==> config.mk <==
export PLATFORM = sky130hd
export DESIGN_NAME = discrete_time_integrator
export DESIGN_NICKNAME = d
export VERILOG_FILES = /design/src/rtl/dti_pkg.sv /design/src/rtl/discrete_time_integrator.sv /design/src/rtl/dti_regs.sv
export SDC_FILE = /design/constraint.sdc
export NUM_CORES = 2
export LEC_CHECK = 0
export BUFFER_PORTS_ARGS = -buffer_cell sky130_fd_sc_hd__buf_2
export CAP_MARGIN = 10
export CORE_MARGIN = 3
export CORE_UTILIZATION = 45
export DETAILED_ROUTE_END_ITERATION = 10
export GPL_TIMING_DRIVEN = 0
export PLACE_DENSITY = 0.74
export SYNTH_ARGS = -nofsm -noshare
export SYNTH_HDL_FRONTEND = slang
export SYNTH_SLANG_ARGS = --single-unit
==> constraint.sdc <==
create_clock -name clk_i -period 12.5 [get_ports clk_i]
set_input_delay 1.875 -clock clk_i [delete_from_list [all_inputs] [get_ports clk_i]]
set_output_delay 1.875 -clock clk_i [all_outputs]
set_load 0.01 [all_outputs]
==> src/rtl/dti_pkg.sv <==
// Shared types and constants of the discrete-time integrator.
package dti_pkg;

  localparam int DATA_WIDTH    = 32;
  localparam int FRAC_BITS_DEF = 24;
  localparam int APB_ADDR_W    = 5;
  localparam int REG_IDX_LSB   = 2;
  localparam int REG_IDX_W     = APB_ADDR_W - REG_IDX_LSB;

  typedef enum logic [1:0] {
    METH_FWD  = 2'd0,
    METH_BWD  = 2'd1,
    METH_TRAP = 2'd2
  } method_e;

  typedef enum logic [REG_IDX_W-1:0] {
    REG_METHOD      = 3'd0,
    REG_SAMPLE_TIME = 3'd1,
    REG_UPPER_LIMIT = 3'd2,
    REG_START_VALUE = 3'd3,
    REG_RESET_MODE  = 3'd4
  } reg_idx_e;

  localparam logic [1:0]            METHOD_RST      = 2'd0;
  localparam logic [DATA_WIDTH-1:0] SAMPLE_TIME_RST = 32'h0100_0000;
  localparam logic [DATA_WIDTH-1:0] UPPER_LIMIT_RST = 32'h7fff_ffff;
  localparam logic [DATA_WIDTH-1:0] START_VALUE_RST = 32'h0000_0000;
  localparam logic                  RESET_MODE_RST  = 1'b1;

  typedef struct packed {
    logic [1:0]                   method;
    logic signed [DATA_WIDTH-1:0] sample_time;
    logic signed [DATA_WIDTH-1:0] upper_limit;
    logic signed [DATA_WIDTH-1:0] start_value;
    logic                         reset_mode;
  } cfg_t;

endpackage

==> src/rtl/discrete_time_integrator.sv <==
// Discrete-time integrator: forward/backward Euler or trapezoidal, with limit and wrap.
//
// Input channel (in_valid_i/in_ready_o) carries one word per tick: enable_i,
// clear_req_i and the signed Q sample_i. Output channel (out_valid_o/out_ready_i)
// returns one word, integral_o, for every input word, in order.
// A word is captured in an input register, the whole step (one 32x32 multiply,
// the adds, limit compare and wrap) runs between that register and the
// result register, and the integrator state updates in the same cycle.
// An accepted word passes the input register and then the result register.
// Throughput: one word per cycle while the output is not stalled; the state
// feedback through the multiply-add is combinational into the state registers.
// When the receiver stalls, the result register holds its word and the input
// register holds one more; in_ready_o drops only when both are full.
// Reset clears the state (last output, history, first-step flag), empties both
// registers and loads the configuration registers with their defaults.
// Configuration is written over the APB port, register i at byte address 4*i; the
// user must write it only while no word is in flight, the block does not enforce it.
module discrete_time_integrator #(
  parameter int FRAC_BITS = dti_pkg::FRAC_BITS_DEF
) (
  input  logic                                   clk_i,
  input  logic                                   rst_ni,
  input  logic                                   in_valid_i,
  output logic                                   in_ready_o,
  input  logic                                   enable_i,
  input  logic                                   clear_req_i,
  input  logic signed [dti_pkg::DATA_WIDTH-1:0]  sample_i,
  output logic                                   out_valid_o,
  input  logic                                   out_ready_i,
  output logic signed [dti_pkg::DATA_WIDTH-1:0]  integral_o,
  input  logic                                   psel,
  input  logic                                   penable,
  input  logic                                   pwrite,
  input  logic [dti_pkg::APB_ADDR_W-1:0]         paddr,
  input  logic [dti_pkg::DATA_WIDTH-1:0]         pwdata,
  output logic [dti_pkg::DATA_WIDTH-1:0]         prdata,
  output logic                                   pready
);

  localparam int DW = dti_pkg::DATA_WIDTH;
  localparam logic [DW-1:0] FRAC_MASK = (DW'(1) << FRAC_BITS) - DW'(1);

  dti_pkg::cfg_t cfg;

  dti_regs u_regs (
    .clk_i   (clk_i),
    .rst_ni  (rst_ni),
    .psel    (psel),
    .penable (penable),
    .pwrite  (pwrite),
    .paddr   (paddr),
    .pwdata  (pwdata),
    .prdata  (prdata),
    .pready  (pready),
    .cfg_o   (cfg)
  );

  // input register
  logic                 in_valid_q;
  logic                 enable_q;
  logic                 clear_q;
  logic signed [DW-1:0] sample_q;

  // result register
  logic                 out_valid_q;
  logic signed [DW-1:0] integral_q;

  // integrator state
  logic signed [DW-1:0] last_out_q, last_out_d;
  logic signed [DW-1:0] hist_in_q, hist_in_d;
  logic signed [DW-1:0] hist_out_q, hist_out_d;
  logic                 started_q, started_d;

  logic                   out_free;
  logic                   step;
  logic signed [DW-1:0]   mul_a;
  logic signed [DW-1:0]   mul_b;
  logic signed [2*DW-1:0] prod;
  logic signed [DW-1:0]   inc;
  logic signed [DW-1:0]   sum;
  logic signed [DW-1:0]   sum_first;
  logic        [DW-1:0]   frac_low;
  logic signed [DW-1:0]   sum_rem;
  logic signed [DW-1:0]   y;
  logic                   saturated;

  assign out_free    = !out_valid_q || out_ready_i;
  assign step        = in_valid_q && out_free;
  assign in_ready_o  = !in_valid_q || out_free;
  assign out_valid_o = out_valid_q;
  assign integral_o  = integral_q;

  always_comb begin
    case (cfg.method)
      dti_pkg::METH_BWD: begin
        mul_a = cfg.sample_time;
        mul_b = sample_q;
      end
      dti_pkg::METH_TRAP: begin
        mul_a = cfg.sample_time >>> 1;
        mul_b = hist_in_q + sample_q;
      end
      default: begin
        mul_a = cfg.sample_time;
        mul_b = hist_in_q;
      end
    endcase
  end

  assign prod      = mul_a * mul_b;
  assign inc       = $signed(prod[FRAC_BITS +: DW]);
  assign sum       = hist_out_q + inc;
  assign sum_first = sum + cfg.start_value;
  assign frac_low  = sum & FRAC_MASK;
  assign sum_rem   = (sum[DW-1] && (frac_low != '0)) ? $signed(frac_low | ~FRAC_MASK)
                                                     : $signed(frac_low);
  assign saturated = (last_out_q >= cfg.upper_limit) && !clear_q;

  always_comb begin
    last_out_d = last_out_q;
    hist_in_d  = hist_in_q;
    hist_out_d = hist_out_q;
    started_d  = started_q;
    y          = sum;
    if (!enable_q) begin
      last_out_d = '0;
      hist_in_d  = '0;
      hist_out_d = '0;
      started_d  = 1'b0;
    end else begin
      case (cfg.method)
        dti_pkg::METH_FWD, dti_pkg::METH_BWD, dti_pkg::METH_TRAP: begin
          if (saturated) begin
            last_out_d = cfg.upper_limit;
          end else begin
            if (!started_q) begin
              y         = sum_first;
              started_d = 1'b1;
              if (cfg.method != dti_pkg::METH_BWD) begin
                hist_in_d = sample_q;
              end
            end else begin
              y         = cfg.reset_mode ? sum : sum_rem;
              hist_in_d = sample_q;
            end
            hist_out_d = y;
            last_out_d = y;
          end
          if (clear_q && cfg.reset_mode) begin
            hist_in_d  = '0;
            hist_out_d = '0;
          end
        end
        default: ;
      endcase
    end
  end

  always_ff @(posedge clk_i or negedge rst_ni) begin
    if (!rst_ni) begin
      in_valid_q  <= 1'b0;
      out_valid_q <= 1'b0;
      last_out_q  <= '0;
      hist_in_q   <= '0;
      hist_out_q  <= '0;
      started_q   <= 1'b0;
    end else begin
      if (in_ready_o) begin
        in_valid_q <= in_valid_i;
      end
      if (out_free) begin
        out_valid_q <= in_valid_q;
      end
      if (step) begin
        last_out_q <= last_out_d;
        hist_in_q  <= hist_in_d;
        hist_out_q <= hist_out_d;
        started_q  <= started_d;
      end
    end
  end

  always_ff @(posedge clk_i) begin
    if (in_valid_i && in_ready_o) begin
      enable_q <= enable_i;
      clear_q  <= clear_req_i;
      sample_q <= sample_i;
    end
    if (step) begin
      integral_q <= last_out_d;
    end
  end

endmodule

==> src/rtl/dti_regs.sv <==
// APB configuration register file of the discrete-time integrator.
module dti_regs (
  input  logic                              clk_i,
  input  logic                              rst_ni,
  input  logic                              psel,
  input  logic                              penable,
  input  logic                              pwrite,
  input  logic [dti_pkg::APB_ADDR_W-1:0]    paddr,
  input  logic [dti_pkg::DATA_WIDTH-1:0]    pwdata,
  output logic [dti_pkg::DATA_WIDTH-1:0]    prdata,
  output logic                              pready,
  output dti_pkg::cfg_t                     cfg_o
);

  dti_pkg::cfg_t                        cfg_q;
  logic [dti_pkg::REG_IDX_W-1:0]        reg_idx;
  logic                                 wr_en;

  assign reg_idx = paddr[dti_pkg::APB_ADDR_W-1:dti_pkg::REG_IDX_LSB];
  assign wr_en   = psel && penable && pwrite;
  assign pready  = 1'b1;
  assign cfg_o   = cfg_q;

  always_ff @(posedge clk_i or negedge rst_ni) begin
    if (!rst_ni) begin
      cfg_q.method      <= dti_pkg::METHOD_RST;
      cfg_q.sample_time <= dti_pkg::SAMPLE_TIME_RST;
      cfg_q.upper_limit <= dti_pkg::UPPER_LIMIT_RST;
      cfg_q.start_value <= dti_pkg::START_VALUE_RST;
      cfg_q.reset_mode  <= dti_pkg::RESET_MODE_RST;
    end else if (wr_en) begin
      case (reg_idx)
        dti_pkg::REG_METHOD:      cfg_q.method      <= pwdata[1:0];
        dti_pkg::REG_SAMPLE_TIME: cfg_q.sample_time <= pwdata;
        dti_pkg::REG_UPPER_LIMIT: cfg_q.upper_limit <= pwdata;
        dti_pkg::REG_START_VALUE: cfg_q.start_value <= pwdata;
        dti_pkg::REG_RESET_MODE:  cfg_q.reset_mode  <= pwdata[0];
        default: ;
      endcase
    end
  end

  always_comb begin
    case (reg_idx)
      dti_pkg::REG_METHOD:
        prdata = {{(dti_pkg::DATA_WIDTH-2){1'b0}}, cfg_q.method};
      dti_pkg::REG_SAMPLE_TIME: prdata = cfg_q.sample_time;
      dti_pkg::REG_UPPER_LIMIT: prdata = cfg_q.upper_limit;
      dti_pkg::REG_START_VALUE: prdata = cfg_q.start_value;
      dti_pkg::REG_RESET_MODE:
        prdata = {{(dti_pkg::DATA_WIDTH-1){1'b0}}, cfg_q.reset_mode};
      default: prdata = '0;
    endcase
  end

endmodule

# Yosys cells after proc, flatten, opt, wreduce, memory -nomap -nowiden
# Index checks and enable logic that the tools add are counted.
[word_totals] output_inout_bits=67 reg_bits=264 inputBits=78
[op_classes] muxes=22 addsub=3 n_reduce_logical=24 n_mul=1 eq_ne=11 order_cmp=1
[ops] cell="32-bit two-way mux" count=16
[ops] cell="32-bit case mux with 5 select lines" count=1
[ops] cell="32-bit adder" count=3
[ops] cell="32-bit case mux with 2 select lines" count=1
[ops] cell="32-bit by 32-bit multiplier with 56-bit output" count=1
[ops] cell="32-bit >= comparator" count=1
[ops] cell="32-bit nonzero test" count=1
[ops] cell="31-bit two-way mux" count=1
[ops] cell="2-bit AND reduction" count=5
[ops] cell="1-bit logical AND" count=7
[ops] cell="3-bit by 2-bit == test with 1-bit output, second input constant" count=2
[ops] cell="3-bit AND reduction" count=2
[ops] cell="2-bit by 1-bit != test with 1-bit output, second input constant" count=2
[ops] cell="4-bit by 1-bit != test with 1-bit output, second input constant" count=1
[ops] cell="4-bit AND reduction" count=1
[ops] cell="3-bit by 1-bit == test with 1-bit output, second input constant" count=1
[ops] cell="3-bit == test, second input constant" count=1
[ops] cell="1-bit logical NOT" count=3
[ops] cell="3-bit logical NOT" count=1
[ops] cell="1-bit two-way mux" count=3
[ops] cell="3-bit by 2-bit != test with 1-bit output, second input constant" count=1
[ops] cell="3-bit OR reduction" count=1
[ops] cell="2-bit by 1-bit == test with 1-bit output, second input constant" count=1
[ops] cell="2-bit == test, second input constant" count=1
[ops] cell="other kinds (3)" count=4

# Longest topological paths before layout
[logic_depth] ltp_word=13 depth_mapped=64 ltp_nobuf=62

# Modules after synthesis
# Synthesis repeated with hierarchy kept, for this count alone.
[hier_totals] hier_cells=5447 hier_area_um2=50069.3
[modules_own_cells] module="discrete_time_integrator" cells_each=5115 area_per_inst_um2=45432.3 n_inst=1
[modules_own_cells] module="dti_regs" cells_each=332 area_per_inst_um2=4636.9 n_inst=1

# Worst setup path before layout
# OpenSTA, ideal clock, no wires.
[synth_path] kind="reg2reg" startpoint="register sample_q[0]" endpoint="register integral_q[30], in the netlist integral_o[30], data pin" period_less_slack_ns=13.249 stages_incl_launch_ff=58 slack_ns=-0.749 setup_time_ns=0.146 t_arrival_ns=13.103 path_cell_list="edfxtp_1 > ha_1 > fa_1 > a211oi_2 > nor4_2 > o2111ai_1 > a211oi_2 > or2_1 > xor2_1 > a221o_1 > o21ai_1 > clkbuf_1 > nor2_1 > fa_1 > inv_1 > fa_1 > inv_1 > fa_1 > (+22 left out) > a41o_1 > a21boi_0 > xnor2_1 > ha_1 > a21o_1 > a21o_1 > a21oi_1 > nand2_1 > a21oi_1 > nor2b_1 > a211oi_1 > a31oi_1 > o31ai_1 > a21oi_1 > mux2_2 > a311oi_1 > a21oi_1 > a21oi_1"
[synth_via] elab_chain_cells=12
[synth_rtl] item="start, declared" line="discrete_time_integrator.sv:62" source="logic signed [DW-1:0] sample_q;"
[synth_rtl] item="start signal, assigned" line="discrete_time_integrator.sv:187" source="sample_q <= sample_i;"
[synth_rtl] item="32-bit adder" line="discrete_time_integrator.sv:101" source="mul_b = hist_in_q + sample_q;"
[synth_rtl] item="32-bit case mux with 2 select lines *" line="discrete_time_integrator.sv:94" source="case (cfg.method)"
[synth_rtl] item="32-bit by 32-bit multiplier with 56-bit output *" line="discrete_time_integrator.sv:110" source="assign prod = mul_a * mul_b;"
[synth_rtl] item="32-bit adder *" line="discrete_time_integrator.sv:112" source="assign sum = hist_out_q + inc;"
[synth_rtl] item="parallel branches: the longest is 4 deep, another holds 32-bit adder"
[synth_rtl] item="32-bit two-way mux *" line="discrete_time_integrator.sv:136" source="if (!started_q) begin"
[synth_rtl] item="32-bit two-way mux *" line="discrete_time_integrator.sv:133" source="if (saturated) begin"
[synth_rtl] item="32-bit two-way mux *" line="discrete_time_integrator.sv:131" source="case (cfg.method)"
[synth_rtl] item="32-bit two-way mux *" line="discrete_time_integrator.sv:125" source="if (!enable_q) begin"
[synth_rtl] item="net last_out_d[30]" line="discrete_time_integrator.sv:69" source="logic signed [DW-1:0] last_out_q, last_out_d;"
[synth_rtl] item="end signal, assigned" line="discrete_time_integrator.sv:190" source="integral_q <= last_out_d;"
[synth_rtl] item="end, declared" line="discrete_time_integrator.sv:66" source="logic signed [DW-1:0] integral_q;"
# Mark *: on every way through the listed nets, which the timed path passes.
# A chain may end at the register's enable or synchronous reset.

# Worst setup path after layout
[layout_path] startpoint="register sample_q[21]" endpoint="register integral_q[30], in the netlist integral_o[30], data pin"
# The elaborated chain is that of the path after synthesis.

==> metrics.txt <==
worst r2r src sample_q[21]; most frequent cells in the layout 976 x fa_1, 965 x inv_1, 890 x nand2_1; Critical Path AT around 15 ns; row count 121; met2 Use GR 0.550; routed wire length a little under 200 mm; GRT Resource Usage Total 0.344; most common cell after layout, fill and taps aside fa_1; Post-route DRC 0; Synth top area share 0.396; FFs w/ async S/R, synth 0.750; first drt pass iteration count 9; WHS 0.503 ns; Worst Setup SP sample_q[21]; cell area after synthesis ~50000 um2; compound-cell area share of the yosys netlist 0.0959; NumNets Final between 7000 and 8000; slowest CP cell fa_1; placed wire-length estimate 160 mm; CTS buffer count 30; number of library cell types mapped by synthesis 94; critical path type flop to flop; Iteration-0 DRC Markers 3993; RR Endpoint integral_o[30]; hold_buf cts 0; CTS H-tree depth 1; cell mode on critical path fa_1; Worst-Skew Late Latency ~0.60 ns; relative slew slack 0.112; Clock Tree Root clkbuf_16; DIE AREA between 100000 and 150000 um2; P&R area growth vs syn 17.8%; GP Congestion about 1.0; I/O Buffers 140; Synth Register Bits around 260; Post-Syn Nets between 6000 and 7000; max-cap violation count 0; Reg clk slew, reported paths around 0.06 ns; min-delay worst type flop to flop; Seq/Total Area, Yosys 0.140; first-pass GRT wire length a little under 300 mm; Setup-failing EPs final 66; fin crit share 1.14; Synth area leader fa_1; GRT busiest layer met2; number of synthesized flops with an enable pin 66; Syn Inst Count 5496; Placeable Area ~110000 um2; synthesized-area fraction occupied by adder cells 0.473; share of post-route cells with drive strength above 1 0.192; register-to-register setup slack -1.70 ns; Hold Crit Start hist_out_q[28]; Simple-Gate Fraction of Synth Area 0.135; Final Max Tran Viols 0; Worst Skew 0.0209 ns; Crit. End Element flop; Endpoint, Worst Hold hist_out_q[28]; failing checks setup timing; final hold vios 0; Worst-Margin Slew 1.33 ns; initial antenna violation count 5; post-route setup slack -1.70 ns; CTS tree done; largest net degree at the start of global routing 100; worst r2r path cells 52; dpl ws -4.41 ns; YS warnings 0; Hold Path Depth 2; RSZ-0062 raised after global routing yes; Starting Density 0.455; met3 usage 0.0790; crit-path max FO 10; multiplexer share of the synthesized area 0.0391; Required @ worst endpoint between 10 and 15 ns; clock buffer depth 3; Final min period approximately 14 ns; f_max 0.0704 GHz; vias between 40000 and 50000; syn avg cell area around 9 um2; CP max stage delay between 0.6 and 0.7 ns; Die X 339 um; final instance area 58600 um2; vias in the first global route between 40000 and 50000; Area after DPL 52800 um2; met1 Use GR 0.417; crit path launch type flop; grt ovf 0; synth top area cells fa_1 40%, dfrtp_1 8.3%, ha_1 7.6%, inv_1 7.3%, nand2_1 6.9%; ANT nets after route 0; routed len/inst 26.8 um; io pins around 150; Die Y 339 um; largest family of logic cells by synthesized area adder cells; CTS sink cnt 264; DR vias/cell 5.78; Post-Synth XOR/XNOR Area 0.0233; Top FF cell, synth dfrtp_1; status complete, but fails checks
[metal layers]
layer | up-vias | wire length, um
li1 | 17900 | -
met2 | 2385 | 89900
met1 | 21700 | 70900
met3 | 655 | 19800
met4 | 2 | 16900
met5 | - | 13
[how the worst max path moves through the flow]
stage | endpoint | depth (start not counted)
after global placement | integral_o[30] | 58
after global routing | hist_out_q[31] | 59
after detailed placement | integral_o[30] | 54
after floorplan | integral_o[31] | 59
final | integral_o[30] | 52
after CTS | integral_o[30] | 60
[through the flow]
step	instances	setup TNS [ns]	util
6_report	7373	-68.62	0.536
5_1_grt	7370	-89.83	0.536
4_1_cts	7323	-55.28	0.525
3_5_place_dp	7131	-246.52	0.483
3_3_place_gp	7112	-275.37	0.480
2_1_floorplan	5496	-0.305	-
[worst max-delay path, delay by kind of cell, from the launching register on]
kind / cells / cell delay, ns
compound gates: 23 / 4.84
xor+xnor: 2 / 0.31
fa+ha+maj: 12 / 5.63
buf+inv: 5 / 0.72
flops: 1 / 0.53
mux: 1 / 0.34
simple gates: 9 / 1.63
[timing repair]
action	CTS	global route
setup buffers	146	50
endpoints found under the hold margin	0	0
endpoints found under the setup margin	91	76
pin swaps	195	96
resized for setup	595	180
cloned	1	0
[registers in the layout, summed over array words and instances (netlist names)]
signal	flops
u_regs.cfg_o	99
clear_q	1
in_valid_q	1
hist_out_q	32
integral_o	32
sample_q	32
hist_in_q	32
out_valid_o	1
enable_q	1
started_q	1
last_out_q	32
[cell families after synthesis]
group                    after synthesis
other                                  1
adder cells (fa/ha/maj)             1289
AND/OR/NAND/NOR                     1656
buffers and inverters               1238
flip-flops                           264
multiplexers                         176
XOR/XNOR                             127
AO/OA/AOI/OAI                        745
[cells in the mapped netlist, types with 17 or more instances]
| cell type | count |
|---|---|
| nand2b_1 | 17 |
| o31ai_1 | 20 |
| a21o_1 | 80 |
| fa_1 | 985 |
| edfxtp_1 | 66 |
| a31oi_1 | 17 |
| and2_1 | 38 |
| clkbuf_1 | 226 |
| nand3_1 | 34 |
| a21oi_1 | 165 |
| nor2_1 | 539 |
| a211oi_1 | 20 |
| dfrtp_1 | 165 |
| o21ai_0 | 215 |
| xnor2_1 | 89 |
| nor2b_1 | 22 |
| xor2_1 | 34 |
| ha_1 | 304 |
| nand2_1 | 910 |
| nor3_1 | 23 |
| mux2_2 | 131 |
| nand4_1 | 20 |
| o21a_1 | 46 |
| dfstp_2 | 33 |
| mux2i_1 | 43 |
| a22oi_1 | 46 |
| buf_1 | 28 |
| inv_1 | 973 |
| o21ai_1 | 17 |
[final cells by class]
| class | count | area, um2 |
|---|---|---|
| Antenna cell | 6 | 15.0 |
| Buffer | 250 | 1430 |
| Tap cell | 1476 | 1850 |
| Multi-Input combinational cell | 3994 | 41000 |
| Clock inverter | 15 | 173 |
| Inverter | 977 | 3680 |
| Clock buffer | 41 | 863 |
| Sequential cell | 264 | 6980 |
| Fill cell | 9821 | 50700 |
| Timing Repair Buffer | 350 | 2650 |
Power is not shown: default switching activity piles up to over one toggle a cycle in this logic, so the estimate is an artifact.
